==> config.mk <==
export PLATFORM = sky130hd
export DESIGN_NAME = npks_ctrl
export DESIGN_NICKNAME = d
export VERILOG_FILES = /design/src/hdl/npks_pkg.sv /design/src/hdl/npks_ctrl.sv
export SDC_FILE = /design/constraint.sdc
export NUM_CORES = 1
export LEC_CHECK = 0
export BUFFER_PORTS_ARGS = -buffer_cell sky130_fd_sc_hd__buf_2
export CORE_ASPECT_RATIO = 1.5
export CORE_MARGIN = 2
export CORE_UTILIZATION = 50
export DETAILED_ROUTE_END_ITERATION = 7
export PLACE_DENSITY = 0.84
export SLEW_MARGIN = 15
export SYNTH_ARGS = -nofsm -noshare
export SYNTH_HDL_FRONTEND = slang
export SYNTH_SLANG_ARGS = --single-unit
==> constraint.sdc <==
create_clock -name clk_i -period 3.1 [get_ports clk_i]
set_input_delay 0.155 -clock clk_i [delete_from_list [all_inputs] [get_ports clk_i]]
set_output_delay 0.155 -clock clk_i [all_outputs]
set_load 0.02 [all_outputs]
==> src/hdl/npks_pkg.sv <==
// Shared types, codes and field layout for the nearest portal top-k select block.
package npks_pkg;

  // Field widths fixed by the stream payload.
  localparam int unsigned ACTION_W   = 2;
  localparam int unsigned DOOR_W     = 16;
  localparam int unsigned FIELD_W    = 20;
  localparam int unsigned MAXCNT_W   = 7;
  localparam int unsigned PATH_W     = 22;
  localparam int unsigned STATUS_W   = 3;
  localparam int unsigned IN_TDATA_W  = 208;
  localparam int unsigned OUT_TDATA_W = 40;
  localparam int unsigned OUT_TUSER_W = 4;

  // Bit offsets of the input fields inside tdata.
  localparam int unsigned OFS_DOOR   = 0;
  localparam int unsigned OFS_PORTAL = 16;
  localparam int unsigned OFS_START  = 76;
  localparam int unsigned OFS_END    = 136;
  localparam int unsigned OFS_MAXCNT = 196;

  typedef enum logic [ACTION_W-1:0] {
    ACT_REG   = 2'd0,
    ACT_UNREG = 2'd1,
    ACT_QUERY = 2'd2
  } act_e;

  localparam logic [STATUS_W-1:0] STAT_OK       = 3'd0;
  localparam logic [STATUS_W-1:0] STAT_DUP      = 3'd1;
  localparam logic [STATUS_W-1:0] STAT_FULL     = 3'd2;
  localparam logic [STATUS_W-1:0] STAT_NOTFOUND = 3'd3;
  localparam logic [STATUS_W-1:0] STAT_NONE     = 3'd4;

  typedef enum logic [3:0] {
    OP_NONE,
    OP_LATCH,
    OP_SCAN,
    OP_RD,
    OP_FINISH,
    OP_EMIT_NONE,
    OP_DIFF,
    OP_MUL,
    OP_ACC,
    OP_SQRT_INIT,
    OP_SQRT_STEP,
    OP_HOLD_A,
    OP_LEN_WR,
    OP_SEL_CLR,
    OP_SEL_EMIT
  } op_e;

  typedef struct packed {
    op_e        op;
    logic [1:0] axis;
    logic       leg;
  } cmd_t;

  typedef struct packed {
    logic [ACTION_W-1:0] action;
    logic                cur_used;
    logic                out_free;
    logic                sqrt_done;
    logic                count_zero;
    logic                k_last;
  } stat_t;

endpackage

==> src/hdl/npks_ctrl.sv <==
// Controller state machine that sequences table scans, distance work and selection.
module npks_ctrl #(
  parameter int unsigned MAX_DOORS = 64,
  localparam int unsigned IDX_W = (MAX_DOORS > 1) ? $clog2(MAX_DOORS) : 1
) (
  input  logic                clk_i,
  input  logic                rst_ni,
  input  logic                s_tvalid_i,
  output logic                s_tready_o,
  input  npks_pkg::stat_t     stat_i,
  output npks_pkg::cmd_t      cmd_o,
  output logic [IDX_W-1:0]    idx_o
);

  typedef enum logic [3:0] {
    ST_IDLE, ST_DISP, ST_SCAN, ST_DRAIN, ST_FINISH, ST_NONE, ST_QRD, ST_QDIFF,
    ST_QMUL, ST_QADD, ST_QSQI, ST_QSQS, ST_SELST, ST_SELEM
  } state_e;

  state_e           state_q, state_d;
  logic [IDX_W-1:0] idx_q, idx_d;
  logic [1:0]       axis_q, axis_d;
  logic             leg_q, leg_d;
  logic             idx_last;

  assign idx_last = (idx_q == IDX_W'(MAX_DOORS - 1));

  always_comb begin
    state_d    = state_q;
    idx_d      = idx_q;
    axis_d     = axis_q;
    leg_d      = leg_q;
    cmd_o.op   = npks_pkg::OP_NONE;
    cmd_o.axis = axis_q;
    cmd_o.leg  = leg_q;
    case (state_q)
      ST_IDLE: begin
        if (s_tvalid_i) begin
          cmd_o.op = npks_pkg::OP_LATCH;
          state_d  = ST_DISP;
        end
      end
      ST_DISP: begin
        case (stat_i.action)
          npks_pkg::ACT_REG, npks_pkg::ACT_UNREG: begin
            idx_d   = '0;
            state_d = ST_SCAN;
          end
          npks_pkg::ACT_QUERY: begin
            idx_d   = '0;
            state_d = stat_i.count_zero ? ST_NONE : ST_QRD;
          end
          default: state_d = ST_IDLE;
        endcase
      end
      ST_SCAN: begin
        cmd_o.op = npks_pkg::OP_SCAN;
        if (idx_last) begin
          state_d = ST_DRAIN;
        end else begin
          idx_d = idx_q + 1'b1;
        end
      end
      ST_DRAIN: begin
        // The last read of the scan is compared in this cycle.
        state_d = (stat_i.action == npks_pkg::ACT_QUERY) ? ST_SELEM : ST_FINISH;
      end
      ST_FINISH: begin
        if (stat_i.out_free) begin
          cmd_o.op = npks_pkg::OP_FINISH;
          state_d  = ST_IDLE;
        end
      end
      ST_NONE: begin
        if (stat_i.out_free) begin
          cmd_o.op = npks_pkg::OP_EMIT_NONE;
          state_d  = ST_IDLE;
        end
      end
      ST_QRD: begin
        if (stat_i.cur_used) begin
          cmd_o.op = npks_pkg::OP_RD;
          axis_d   = '0;
          leg_d    = 1'b0;
          state_d  = ST_QDIFF;
        end else if (idx_last) begin
          state_d = ST_SELST;
        end else begin
          idx_d = idx_q + 1'b1;
        end
      end
      ST_QDIFF: begin
        cmd_o.op = npks_pkg::OP_DIFF;
        state_d  = ST_QMUL;
      end
      ST_QMUL: begin
        cmd_o.op = npks_pkg::OP_MUL;
        state_d  = ST_QADD;
      end
      ST_QADD: begin
        cmd_o.op = npks_pkg::OP_ACC;
        if (axis_q == 2'd2) begin
          state_d = ST_QSQI;
        end else begin
          axis_d  = axis_q + 1'b1;
          state_d = ST_QDIFF;
        end
      end
      ST_QSQI: begin
        cmd_o.op = npks_pkg::OP_SQRT_INIT;
        state_d  = ST_QSQS;
      end
      ST_QSQS: begin
        if (!stat_i.sqrt_done) begin
          cmd_o.op = npks_pkg::OP_SQRT_STEP;
        end else if (!leg_q) begin
          cmd_o.op = npks_pkg::OP_HOLD_A;
          leg_d    = 1'b1;
          axis_d   = '0;
          state_d  = ST_QDIFF;
        end else begin
          cmd_o.op = npks_pkg::OP_LEN_WR;
          if (idx_last) begin
            state_d = ST_SELST;
          end else begin
            idx_d   = idx_q + 1'b1;
            state_d = ST_QRD;
          end
        end
      end
      ST_SELST: begin
        cmd_o.op = npks_pkg::OP_SEL_CLR;
        idx_d    = '0;
        state_d  = ST_SCAN;
      end
      ST_SELEM: begin
        if (stat_i.out_free) begin
          cmd_o.op = npks_pkg::OP_SEL_EMIT;
          state_d  = stat_i.k_last ? ST_IDLE : ST_SELST;
        end
      end
      default: state_d = ST_IDLE;
    endcase
  end

  always_ff @(posedge clk_i or negedge rst_ni) begin
    if (!rst_ni) begin
      state_q <= ST_IDLE;
      idx_q   <= '0;
      axis_q  <= '0;
      leg_q   <= 1'b0;
    end else begin
      state_q <= state_d;
      idx_q   <= idx_d;
      axis_q  <= axis_d;
      leg_q   <= leg_d;
    end
  end

  assign s_tready_o = (state_q == ST_IDLE);
  assign idx_o      = idx_q;

endmodule

After elaboration in Yosys (flattened, before gate mapping)
Index checks and enable logic that the tools add are counted.
Operators by class
  add/subtract/negate cells: 2
  multiplexer cells: 37
  equal/unequal tests: 29
  reduce and logical (&&, ||, !) cells: 12
Operators by type and width (number)
  $mux 4: 13
  $pmux 4 s13: 1
  $pmux 4 s12: 1
  $mux 6: 5
  $pmux 6 s5: 1
  $eq 4x4->1 const B: 6
  $ne 2x2->1 const B: 10
  $eq 4x3->1 const B: 4
  $mux 2: 6
  $mux 3: 4
  $reduce_and 5->1: 2
  $eq 4x2->1 const B: 2
  $add 6x1->6 const B: 1
  $eq 6x6->1 const B: 1
  $pmux 2 s3: 1
  $pmux 3 s2: 1
  $reduce_and 6->1: 1
  $reduce_bool 5->1: 1
  $eq 2x2->1 const B: 2
  $eq 4x1->1 const B: 1
  $logic_not 4->1: 1
  $reduce_or 2->1: 2
  $mux 1: 3
  $ne 3x3->1 const B: 1
  9 further kinds: 9
Storage, ports and cells
  register bits after elaboration: 13
  output and inout bits: 14

Depth between registers and ports, before layout
Gate-level depths: netlist of the first run.
  word-level depth: 5
  mapped depth: 8
  depth with buffers taken out: 7

Least setup slack after synthesis of the first run
No wires, ideal clock.
  path type: reg-to-reg
  from: register idx_q[0], in the netlist idx_o[0]
  to: register state_q[3]
  arrival: 1714 ps
  setup slack: 1265 ps
  cell stages (with the launch flop): 7
  library setup time: 121 ps
  data required time: 2979 ps
  period minus slack after synthesis: 1835 ps
  cell sequence: dfrtp_1 -> ha_1 -> and2_1 -> a221oi_1 -> nor3_1 -> o211ai_1 -> a22o_1
On the way
  cells in the longest elaborated chain, start to end: 5
  elaborated cells between the ends (all ways): 8
  those cells by class: eq/ne: 3; mux: 4; reduce/logical: 1
RTL lines
  start: declaration: RTL line npks_ctrl.sv:21  | logic [IDX_W-1:0] idx_q, idx_d;
  start signal: assignment: RTL line npks_ctrl.sv:154  | idx_q <= idx_d;
  $eq 6x6->1 (*): RTL line npks_ctrl.sv:26  | assign idx_last = (idx_q == IDX_W'(MAX_DOORS - 1));
  $mux 4: RTL line npks_ctrl.sv:123  | if (idx_last) begin
  $mux 4: RTL line npks_ctrl.sv:116  | end else if (!leg_q) begin
  $mux 4: RTL line npks_ctrl.sv:114  | if (!stat_i.sqrt_done) begin
  $pmux 4 s13: RTL line npks_ctrl.sv:36  | case (state_q)
  end signal: assignment: RTL line npks_ctrl.sv:153  | state_q <= state_d;
  end: declaration: RTL line npks_ctrl.sv:20  | state_e state_q, state_d;
Mark *: on every way between the ends. The rest lies on a longest branch, timed or not. The select of a mux whose other input is x is not followed.
A chain may end at the register's enable or synchronous reset.

Final worst setup path of the first run
  from: register state_q[2]
  to: register state_q[3]
On the way
  cells in the longest elaborated chain, start to end: 4
  elaborated cells between the ends (all ways): 23
  those cells by class: eq/ne: 19; mux: 1; reduce/logical: 3
RTL lines (RTL line)
  $eq 4x3->1: npks_ctrl.sv:36
  $reduce_or 2->1 (no source line)
  $ne 2x1->1 (no source line)
  $reduce_and 6->1 (no source line)
Parallel ways exist; a longest one is shown, timed or not.

==> flow_metrics.env, run 1 <==
export IMPL_status="completed"
export IMPL_first_pass_iters=4
export IMPL_path_cells="and4b_4 > nor2b_1 > nor3_1 > o211ai_1 > a22o_1"
export IMPL_setup_tns_ns=0
export IMPL_port_buffers=23
export IMPL_worst_path_max_fanout=33
export IMPL_coreArea_mm2=0.00223
export IMPL_synth_edff_count=0
export IMPL_netlist_instances=150
export IMPL_synth_nets=162
export IMPL_grt_pass1_wl_um=5010
export IMPL_numCtsBuffers=3
export IMPL_instances_no_fill=187
export IMPL_final_cell_area_mm2=0.00128
export IMPL_clkLatencyLatePin_ns=0.28
export IMPL_clock_skew_ns=0.00242
export IMPL_die_y_um=63.7
export IMPL_grt_max_degree=34
export IMPL_synth_area_mm2=0.00119
export IMPL_maxSlewViolCount=0
export IMPL_path_buf_inv=0
export IMPL_max_cap_violations=0
export IMPL_groute_usage_overall=0.229
export IMPL_timing_worst_setup_path_type="reg -> reg"
export IMPL_seq_area_frac_synth=0.274
export IMPL_avgRoutedWirePerCell_um=15.3
export IMPL_antenna_cells=0
export IMPL_clk_pin_slew_ns=0.08
export IMPL_finalHoldViolCount=0
export IMPL_ys_flop_type="dfrtp_1"
export IMPL_cp_required_ns=3.28
export IMPL_cpMaxStageDelayCell="dfrtp_1"
export IMPL_max_stage_delay_ns=0.91
export IMPL_ir_drop_v=0.000202
export IMPL_layout_min_cycle_time_ns=2.40
export IMPL_powerDensity_mw_per_mm2=231
export IMPL_finalSetupViolCount=0
export IMPL_drc=0
export IMPL_yosys_warnings=0
export IMPL_clock_root_buffer="clkbuf_4"
export IMPL_htree_levels=1
export IMPL_cts_tree="yes"
export IMPL_cts_sink_count=13
export IMPL_via_per_inst=6.57
export IMPL_drive_above_1_share=0.195
export IMPL_fillers=209
export IMPL_placed_cell_area_mm2=0.00124
export IMPL_post_place_ws_ns=0.733
export IMPL_drtAntennaViolNets=0
export IMPL_worst_pin_slew_ns=0.861
export IMPL_crit_path_start_kind="register"
export IMPL_dieArea_mm2=0.00279
export IMPL_hold_path_class="in -> reg"
export IMPL_placementRows=21
export IMPL_first_global_vias=1168
export IMPL_yosysUniqueCellTypes=42
export IMPL_place_inst=182
export IMPL_via_count=1229
export IMPL_max_freq_ghz=0.417
export IMPL_cts_resized_gates=0
export IMPL_grt_overflow=0
export IMPL_final_nets=177
export IMPL_finalPower_uw=296
export IMPL_syn2layout_area_growth_pct=7.68
export IMPL_clockBufferDepth=2
export IMPL_slew_headroom=0.426
export IMPL_postCtsSetupBuffers=0
export IMPL_async_reset_ff_frac=1.00
export IMPL_start_util=0.532
export IMPL_ys_seq_elements=13
export IMPL_drt_iter0_markers=42
export IMPL_cp_arrival_ns=2.58
export IMPL_die_x_um=43.8
export IMPL_routed_wl_um=2860
export IMPL_critPathCaptureType="register"
export IMPL_antenna_found_initial=0
export IMPL_layout_setup_ws_ns=0.701
export IMPL_rsz0062_at_grt="no"
export IMPL_place_hpwl_um=2090
export IMPL_boundaryPins=24
export IMPL_syn_avg_cell_area_um2=7.92
export IMPL_final_period_utilization=0.774
export IMPL_cp_top_family="flip-flops"
export IMPL_p_leak_uw=0.000556
export IMPL_globalplace_congestion=0.831
[final timing paths]
path / start / to / slack, ns / cells past startpoint
max in group asynchronous: rst_ni / leg_q$_DFFE_PN0P_ / 2.59 / 2
min in group asynchronous: rst_ni / axis_q[1]$_DFFE_PN0P_ / 0.28 / 2
worst max-delay path: state_q[2]$_DFFE_PN0P_ / state_q[3]$_DFFE_PN0P_ / 0.70 / 5
worst min register to register: axis_q[0]$_DFFE_PN0P_ / axis_q[0]$_DFFE_PN0P_ / 0.52 / 1
worst min-delay path: stat_i[4] / leg_q$_DFFE_PN0P_ / 0.11 / 2
worst max register to register: state_q[2]$_DFFE_PN0P_ / state_q[3]$_DFFE_PN0P_ / 0.70 / 5
[stage by stage]
stage / utilization / hold WS [ns]
after floorplan: - / -0.141
after global placement: 0.557 / 0.0551
after detailed placement: 0.557 / 0.0603
after CTS: 0.573 / 0.111
after global routing: 0.573 / 0.138
final: 0.573 / 0.111
[area by class of cell]
type	count	area [µm²]	share of cell area
inverter	4	15.0	0.0117
tap	23	28.8	0.0225
timing repair buffer	24	125	0.0978
clock buffer	4	26.3	0.0205
multi-input combinational	119	759	0.593
sequential	13	325	0.254
[Yosys cell counts, types with 2 or more instances]
cell,count,area (µm²)
o22ai_1,2,12.5
nor3_1,3,15.0
nor3b_1,3,22.5
nor2b_1,7,43.8
a211o_1,2,17.5
a31oi_1,3,18.8
and3_1,2,12.5
inv_1,4,15.0
a32oi_1,2,17.5
nor2_1,7,26.3
buf_2,2,10.0
nor4bb_1,3,30.0
o211ai_1,3,22.5
or3_1,4,25.0
o21ai_0,17,85.1
a22oi_1,2,15.0
nand3_1,4,20.0
buf_4,3,22.5
ha_1,2,25.0
dfrtp_1,13,325
buf_6,3,33.8
nand2b_1,5,31.3
clkbuf_1,6,22.5
nand3b_1,4,30.0
a21oi_1,11,55.1
and2_1,2,12.5
a21o_1,3,22.5
nand2_1,13,48.8
or3b_2,2,17.5
[cells in the final DEF, fill, tap and decap left out, types with 3 or more instances in the layout]
cell      netlist  routed
buf_2           2      23
o21ai_0        17      17
nand2_1        13      13
dfrtp_1        13      13
a21oi_1        11      11
nor2b_1         7       7
nor2_1          7       7
nand2b_1        5       5
inv_1           4       4
nand3_1         4       4
nand3b_1        4       4
or3_1           4       4
nor4bb_1        3       3
o211ai_1        3       3
nor3b_1         3       3
a31oi_1         3       3
nor3_1          3       3
a21o_1          3       3
clkbuf_4        0       3
[where the power goes]
part	switching, µW	internal [µW]	total (µW)
combinational	10.9	7.71	18.6
sequential	0	169	169
clock	57.7	50.1	108
[kinds of logic (layout without fill, tap and decap cells)]
group / Yosys count / after routing / share of synthesized area
buf+inv: 18 / 32 / 0.0874
mux: 1 / 1 / 0.00842
simple gates: 64 / 64 / 0.323
compound gates: 51 / 51 / 0.279
xor+xnor: 1 / 1 / 0.00737
fa+ha+maj: 2 / 2 / 0.0210
flops: 13 / 13 / 0.274
[flip-flops by register name (all words and copies together) (netlist names)]
name,flops
state_q,4
idx_o,6
leg_q,1
axis_q,2
[routing by layer]
metal | routed length [µm] | vias to the layer above | part of all wire | track usage
met5 | 0 | - | 0 | 0
met1 | 1150 | 596 | 0.40 | 0.289
li1 | - | 583 | - | -
met3 | 134 | 7 | 0.047 | 0.0229
met4 | 64 | 0 | 0.022 | 0.0947
met2 | 1510 | 43 | 0.53 | 0.384
[timing repair]
action / CTS / global route
hold buffers: 1 / 0
endpoints found under the setup margin: 0 / 0
hold endpoints to repair: 13 / 0
Note: power is estimated with default switching activity, not from simulation.
==> run 2: changes to the inputs <==
clock period = 2.4 ns   (was 3.1 ns; I/O delays follow)
==> run 2 against run 1 <==
Via count increased by 2.0%. Setup slack worse by 0.56 ns. Clock skew is essentially flat. Largest power group unchanged.
==> flow_metrics.env, run 2 (synthesis results as in run 1) <==
export IMPL_drtAntennaViolNets=0
export IMPL_drc=0
export IMPL_r2r_end="state_q[3]$_DFFE_PN0P_"
export IMPL_clkPwrFrac=0.370
export IMPL_final_common_cell="buf_2"
export IMPL_max_freq_ghz=0.442
export IMPL_postCtsHoldBufs=1
export IMPL_groute_usage_overall=0.234
export IMPL_dieArea_mm2=0.00279
export IMPL_via_count=1253
export IMPL_status="completed"
export IMPL_port_buffers=23
export IMPL_multi_input_area_um2=759
export IMPL_hold_start="stat_i[4]"
export IMPL_grt_pass1_wl_um=5020
export IMPL_clock_skew_ns=0.00194
export IMPL_die_x_um=43.8
export IMPL_placementRows=21
export IMPL_powerDensity_mw_per_mm2=289
export IMPL_globalplace_congestion=0.897
export IMPL_place_hpwl_um=2280
export IMPL_final_util=0.597
export IMPL_layout_setup_ws_ns=0.136
export IMPL_via_per_inst=6.46
export IMPL_p_switching_uw=91.7
export IMPL_clkLatencyLatePin_ns=0.29
export IMPL_drive_above_1_share=0.228
export IMPL_max_cap_violations=0
export IMPL_critPathCaptureType="register"
export IMPL_grt_max_degree=28
export IMPL_cts_tree="yes"
export IMPL_p_leak_uw=0.000591
export IMPL_hold_slack_ns=0.0932
export IMPL_min_to="leg_q$_DFFE_PN0P_"
export IMPL_seqPwrFrac=0.568
export IMPL_grt_use_met2=0.395
export IMPL_cp_arrival_ns=2.44
export IMPL_grt_overflow=0
export IMPL_layout_min_cycle_time_ns=2.26
export IMPL_syn2layout_area_growth_pct=12.1
export IMPL_timing_rr_start="state_q[2]$_DFFE_PN0P_"
export IMPL_setup_tns_ns=0
export IMPL_boundaryPins=24
export IMPL_switching_share=0.238
export IMPL_routed_wl_um=3060
export IMPL_fillers=210
export IMPL_htree_levels=1
export IMPL_grt_util_met3=0.0287
export IMPL_clock_root_buffer="clkbuf_4"
export IMPL_postCtsSetupBuffers=0
export IMPL_antenna_found_initial=0
export IMPL_final_period_utilization=0.943
export IMPL_hold_path_class="in -> reg"
export IMPL_rsz0062_at_grt="no"
export IMPL_maxSlewViolCount=0
export IMPL_first_pass_iters=5
export IMPL_avgRoutedWirePerCell_um=15.8
export IMPL_r2r_slack_ns=0.14
export IMPL_timing_worst_setup_path_type="reg -> reg"
export IMPL_numCtsBuffers=3
export IMPL_finalSetupViolCount=0
export IMPL_final_cell_mix="23 x buf_2, 17 x o21ai_0, 13 x nand2_1, 13 x dfrtp_1, 11 x a21oi_1"
export IMPL_die_y_um=63.7
export IMPL_start_util=0.532
export IMPL_antenna_cells=0
export IMPL_largest_reg_flops=6
export IMPL_worst_path_max_fanout=27
export IMPL_slew_headroom=0.506
export IMPL_clk_pin_slew_ns=0.08
export IMPL_crit_path_start_kind="register"
export IMPL_cts_sink_count=13
export IMPL_cp_required_ns=2.58
export IMPL_met1_usage=0.282
export IMPL_clockBufferDepth=2
export IMPL_reg2regPathDepth=5
export IMPL_ir_drop_v=0.000275
export IMPL_intPower_uw=293
export IMPL_post_place_ws_ns=0.176
export IMPL_drt_iter0_markers=24
export IMPL_p_comb_frac=0.062
export IMPL_final_nets=184
export IMPL_hold_depth=2
export IMPL_worst_pin_slew_ns=0.741
export IMPL_coreArea_mm2=0.00223
export IMPL_busiest_layer="met2"
export IMPL_final_seq_area_um2=325
export IMPL_finalHoldViolCount=0
export IMPL_first_global_vias=1164
export IMPL_cts_resized_gates=0
[run 2: cell types whose count changed in the layout (fill, tap and decap cells not counted)]
| cell | previous run | this run |
|---|---|---|
| buf_4 | 0 | 7 |
[run 2: how the worst max path moves through the flow]
stage / from / end / slack (ns) / depth (start not counted)
after floorplan: idx_o[0]$_DFFE_PN0P_ / state_q[3]$_DFFE_PN0P_ / 0.57 / 6
after global placement: state_q[0]$_DFFE_PN0P_ / state_q[3]$_DFFE_PN0P_ / 0.30 / 5
after detailed placement: state_q[2]$_DFFE_PN0P_ / state_q[3]$_DFFE_PN0P_ / 0.18 / 5
after CTS: state_q[2]$_DFFE_PN0P_ / state_q[3]$_DFFE_PN0P_ / 0.17 / 5
after global routing: state_q[2]$_DFFE_PN0P_ / state_q[3]$_DFFE_PN0P_ / 0.006 / 5
final: state_q[2]$_DFFE_PN0P_ / state_q[3]$_DFFE_PN0P_ / 0.14 / 5
[run 2: worst max-delay path, cell delays in order, from the launching register on]
cell	delay, ns
dfrtp_1	0.83
and4b_4	0.33
nor2b_1	0.14
nor3_1	0.40
o211ai_1	0.18
a22o_1	0.27
[run 2: cell type report]
type | count | share of cell area
sequential | 13 | 0.244
timing repair buffer | 31 | 0.133
clock buffer | 4 | 0.0197
multi-input combinational | 119 | 0.570
tap | 23 | 0.0216
inverter | 4 | 0.0113
[run 2: power by group through the flow]
stage / Sequential (µW) / Clock, µW / Combinational, µW
2_1_floorplan: 223 / 0 / 5.96
3_3_place_gp: 223 / 0 / 22.3
3_5_place_dp: 223 / 0 / 22.6
4_1_cts: 219 / 142 / 24.0
5_1_grt: 219 / 147 / 26.4
6_report: 219 / 142 / 23.9
[run 2: per-stage QoR]
step,power (µW),cell area (µm²),cells
6_report,385,1330,194
4_1_cts,385,1330,194
2_1_floorplan,229,1190,150
3_5_place_dp,246,1300,189
5_1_grt,392,1330,194
3_3_place_gp,245,1300,189
[run 2: metal layers]
metal,part of all wire,vias to the layer above
met2,0.53,59
met1,0.38,587
li1,-,596
met3,0.067,11
met5,0,-
met4,0.027,0
